<file path="src/sv/bbpe_pkg.sv">
// Shared types and constants for the bicubic Bezier patch evaluator.
`timescale 1ns / 1ps
package bbpe_pkg;

	localparam int GRID_DIM   = 4;
	localparam int GRID_SIZE  = GRID_DIM * GRID_DIM;
	localparam int IDX_BITS   = $clog2(GRID_SIZE);
	localparam int DIM_BITS   = $clog2(GRID_DIM);
	localparam int PARAM_BITS = 17;
	localparam int FRAC_BITS  = 16;
	localparam int WGT_BITS   = 31;
	localparam int WGT_STEPS  = 3;

	localparam logic [PARAM_BITS-1:0] PARAM_ONE = PARAM_BITS'(1 << FRAC_BITS);

	localparam logic [1:0] BINOM3 [GRID_DIM] = '{2'd1, 2'd3, 2'd3, 2'd1};

	localparam logic MODE_LOAD = 1'b0;
	localparam logic MODE_EVAL = 1'b1;

	typedef enum logic [2:0] {
		ST_IDLE,
		ST_WGT,
		ST_MAC,
		ST_DRAIN,
		ST_FIN
	} state_t;

	typedef struct packed {
		logic                grid_we;
		logic                cap;
		logic                w1;
		logic                w2;
		logic                w3;
		logic                issue;
		logic [IDX_BITS-1:0] addr;
		logic                out_ld;
	} cmd_t;

	typedef struct packed {
		logic pipe_busy;
	} status_t;

endpackage

</file>
<file path="src/sv/bbpe_ctrl.sv">
// Sequencer for the patch evaluator: loads, weight steps, point walk, drain, result.
`timescale 1ns / 1ps
module bbpe_ctrl (
	input  logic              clk,
	input  logic              arst_n,
	input  logic              in_valid,
	output logic              in_stall,
	input  logic              mode,
	output logic              out_valid,
	input  logic              out_stall,
	input  bbpe_pkg::status_t status,
	output bbpe_pkg::cmd_t    cmd
);
	import bbpe_pkg::*;

	state_t              state_q, state_d;
	logic [IDX_BITS-1:0] cnt_q;
	logic                out_valid_q;
	logic                accept;

	assign in_stall  = (state_q != ST_IDLE);
	assign accept    = in_valid && !in_stall;
	assign out_valid = out_valid_q;

	always_comb begin
		state_d = state_q;
		unique case (state_q)
			ST_IDLE: begin
				if (accept && (mode == MODE_EVAL))
					state_d = ST_WGT;
			end
			ST_WGT: begin
				if (cnt_q == IDX_BITS'(WGT_STEPS - 1))
					state_d = ST_MAC;
			end
			ST_MAC: begin
				if (cnt_q == IDX_BITS'(GRID_SIZE - 1))
					state_d = ST_DRAIN;
			end
			ST_DRAIN: begin
				if (!status.pipe_busy)
					state_d = ST_FIN;
			end
			ST_FIN: begin
				if (!out_valid_q || !out_stall)
					state_d = ST_IDLE;
			end
			default: state_d = ST_IDLE;
		endcase
	end

	always_comb begin
		cmd = '0;
		cmd.addr = cnt_q;
		unique case (state_q)
			ST_IDLE: begin
				cmd.grid_we = accept && (mode == MODE_LOAD);
				cmd.cap     = accept && (mode == MODE_EVAL);
			end
			ST_WGT: begin
				cmd.w1 = (cnt_q == IDX_BITS'(0));
				cmd.w2 = (cnt_q == IDX_BITS'(1));
				cmd.w3 = (cnt_q == IDX_BITS'(2));
			end
			ST_MAC: begin
				cmd.issue = 1'b1;
			end
			ST_DRAIN: begin
			end
			ST_FIN: begin
				cmd.out_ld = !out_valid_q || !out_stall;
			end
			default: begin
			end
		endcase
	end

	always_ff @(posedge clk or negedge arst_n) begin
		if (!arst_n) begin
			state_q     <= ST_IDLE;
			cnt_q       <= '0;
			out_valid_q <= 1'b0;
		end else begin
			state_q <= state_d;
			if (state_q != state_d)
				cnt_q <= '0;
			else
				cnt_q <= cnt_q + IDX_BITS'(1);
			if (cmd.out_ld)
				out_valid_q <= 1'b1;
			else if (!out_stall)
				out_valid_q <= 1'b0;
		end
	end

endmodule

</file>
<file path="config.mk">
export PLATFORM = sky130hd
export DESIGN_NAME = bbpe_ctrl
export DESIGN_NICKNAME = d
export VERILOG_FILES = /design/src/sv/bbpe_pkg.sv /design/src/sv/bbpe_ctrl.sv
export SDC_FILE = /design/constraint.sdc
export NUM_CORES = 1
export LEC_CHECK = 0
export BUFFER_PORTS_ARGS = -buffer_cell sky130_fd_sc_hd__buf_2
export CORE_MARGIN = 4
export CORE_UTILIZATION = 35
export CTS_CLUSTER_DIAMETER = 200
export CTS_CLUSTER_SIZE = 30
export DETAILED_ROUTE_END_ITERATION = 8
export SLEW_MARGIN = 30
export SYNTH_ARGS = -nofsm -noshare
export SYNTH_HDL_FRONTEND = slang
export SYNTH_SLANG_ARGS = --single-unit
</file>
<file path="constraint.sdc">
create_clock -name clk -period 2 [get_ports clk]
set_input_delay 0.1 -clock clk [delete_from_list [all_inputs] [get_ports clk]]
set_output_delay 0.1 -clock clk [all_outputs]
set_load 0.05 [all_outputs]
</file>
==> metrics.md <==
| Metric | Value |
|---|---|
| Leak Pwr | `0.362 nW` |
| Met1 Use GR | `between 15 and 20%` |
| Element type at the critical path start | `flop` |
| Launch point of the worst reg-to-reg path | `cnt_q[0]` |
| Post-synth EDFFs | `0` |
| Fin crit period | `about 1.8 ns` |
| Hold Buf Count CTS | `1` |
| Setup bufs post-CTS | `0` |
| Met3 global-route usage | `6.13%` |
| Hold Crit Depth | `3` |
| Setup slack, reg-to-reg | `roughly 0.22 ns` |
| Syn nets | `~70` |
| Total CTS buffers | `3` |
| Worst vdd ir | `a little over 0.0007 V` |
| FP Rows | `13` |
| Clock root cell | `clkbuf_4` |
| PortBufs | `18` |
| Critical path type | `reg2reg` |
| Rel. slew slack | `75.1%` |
| Pwr/cell area | `approximately 1700 mW/mm²` |
| Place WS | `0.242 ns` |
| Power share of the clock group | `a little over a tenth` |
| DRT antenna net count | `0` |
| Final Util | `approximately half` |
| Synth Register Bits | `8` |
| Share of layout cells above drive strength 1 | `27.8%` |
| Final period util | `approximately nine tenths` |
| Sink of the worst hold path | `out_valid` |
| Die area | `around 0.0022 mm²` |
| Gate Count Post-Synth | `58` |
| Clock Sinks | `8` |
| Final Setup Violations | `0` |
| GRT overflow | `0` |
| Placed wire-length estimate | `between 900 and 1000 µm` |
| Drt drc | `0` |
| Switching part of the total | `~57%` |
| Core Region | `0.00138 mm²` |
| Combinational Power Share | `63.5%` |
| P_sw | `660 µW` |
| Deepest clock path buffer count | `2` |
| Vias per cell | `~5.3` |
| Initial Util | `39.0%` |
| Setup slack after layout | `about 0.22 ns` |
| Top cells by count, synth | `dfrtp_1, and2_1, nor2_1` |
| Slew of the pin with the lowest slew margin | `roughly 0.37 ns` |
| Netlist Area Pre-Place | `539 µm²` |
| P_int | `504 µW` |
| Clock tree from TritonCTS | `yes` |
| Routed WL | `~1200 µm` |
| GRT met2 Usage | `20.6%` |
| Count of different cell masters after synthesis | `26` |
| Capturing point of the worst reg2reg path | `cnt_q[0]` |
| Final Hold Violating Endpoints | `0` |
| Worst-Skew Late Latency | `around 0.25 ns` |
| Ys Warns | `0` |
| Reg2Reg Depth | `5` |
| Synth Area per Inst | `9.30 µm²` |
| Syn-to-layout area delta | `25.3%` |
| Vias after detailed routing | `502` |
| Hold Startpoint | `out_stall` |
| Worst Path Arrival | `about 1.9 ns` |
| Global-route wire length before repair | `2100 µm` |
| Fmax | `around 560 MHz` |
| Top-level I/O count | `19` |
| Synth top area share | `37.1%` |
| Maxcap violations | `0` |
| Post-CTS sizing | `0` |
| Crit. End Element | `flop` |
| Skew final | `approximately 0.0026 ns` |
| Count leader, synth | `dfrtp_1` |
| Sequential group share of total power | `between 20% and 30%` |
| Number of global-route vias before repair | `approximately 460` |
| Die width | `approximately 47 µm` |
| TNS Setup | `0 ns` |
| Initial DRC Count | `6` |
| DR WL/cell | `~13 µm` |
| Async S/R FF share, synth | `100%` |
| Worst Path Max Fanout | `6` |
| Total power | `between 1 and 1.5 mW` |
| Yosys top cell by area | `dfrtp_1` |
| GRT Total Usage | `between 10% and 20%` |
| HP Class | `in2reg` |
| Top FF cell, synth | `dfrtp_1` |
| Gpl congestion | `around 0.76` |
| RSZ-0062 raised after global routing | `false` |
| Drt first pass iters | `3` |
| Initial antenna violation count | `0` |
| Clk slew on worst S/H paths | `approximately 0.050 ns` |
| Slew Limit Fails | `0` |
| Reg area | `between 200 and 250 µm²` |
| Status | `finished, final reports clean` |
| Gr busiest metal | `met2` |
| FILL cells | `approximately 140` |
| Fin nets | `91` |
| Sequential fraction of the synthesis area | `a little under two fifths` |
| Largest net degree at the start of global routing | `12` |
| Die H | `47.3 µm` |
| ANT cells | `0` |
| Area occupied by multi-input gates | `319 µm²` |
| Top post-synthesis cells by area | `dfrtp_1, ha_1, a221oi_1` |
| Critical Path RT | `~2.1 ns` |
| H-Tree Level Count | `1` |
==> worst max path at each step <==
stage	from	endpoint	slack [ns]	cells past startpoint
2_1_floorplan	cnt_q[1]	cnt_q[0]	0.14	4
3_3_place_gp	cnt_q[0]	cnt_q[1]	0.29	5
3_5_place_dp	cnt_q[0]	cnt_q[1]	0.24	5
4_1_cts	cnt_q[0]	cnt_q[1]	0.21	5
5_1_grt	cnt_q[0]	cnt_q[0]	0.10	5
6_report	cnt_q[0]	cnt_q[0]	0.22	5
==> cell families after synthesis <==
logic type | synth area share (%)
AND/OR/NAND/NOR | 27.6
flip-flops | 37.1
AO/OA/AOI/OAI | 19.0
adder cells (fa/ha/maj) | 9.28
buffers and inverters | 3.71
XOR/XNOR | 3.25
==> final cells by class <==
cell class	instances	area share, %
timing repair buffer	19	14.8
clock buffer	3	3.33
sequential	8	29.6
multi-input combinational	45	47.2
inverter	4	2.22
tap	15	2.78
==> registers in the layout, indices dropped and copies added, names as in the netlist <==
name and count:
state_q 3, out_valid 1, cnt_q 4
==> routing by layer <==
layer	part of all wire, %	vias up
li1	-	254
met1	45	236
met2	49	10
met3	5.4	2
met4	0.41	0
met5	0	-
==> cells in the final DEF (no fill, tap or decap), types with 2 or more instances in the layout <==
master    instances
inv_1             4
nand3_1           3
and2_1            5
nor2_1            5
ha_1              4
a221oi_1          4
clkbuf_4          3
buf_2            18
nand2b_1          2
and3_1            3
dfrtp_1           8
nand2_1           4
==> worst max-delay path, stage by stage, from the launching register on <==
cell	delay [ns]
dfrtp_1	0.43
inv_1	0.11
ha_1	0.18
or3b_1	0.41
a2bb2oi_1	0.36
a221oi_1	0.15
==> through the flow <==
step | instances | hold WS [ns] | cell area [µm²]
floorplan | 58 | -0.196 | 539
CTS | 94 | 0.0952 | 676
finish | 94 | 0.0991 | 676
global placement | 90 | -0.0454 | 643
global route | 94 | 0.114 | 676
detailed placement | 90 | -0.0464 | 643
==> power by group through the flow <==
stage	combinational, mW	sequential (mW)	clock (mW)
after floorplan	0.507	0.381	0
after global placement	0.740	0.311	0
after detailed placement	0.741	0.307	0
after CTS	0.749	0.303	0.127
after global routing	0.810	0.319	0.141
final	0.740	0.304	0.121
Power figures use the tool's default switching activity.
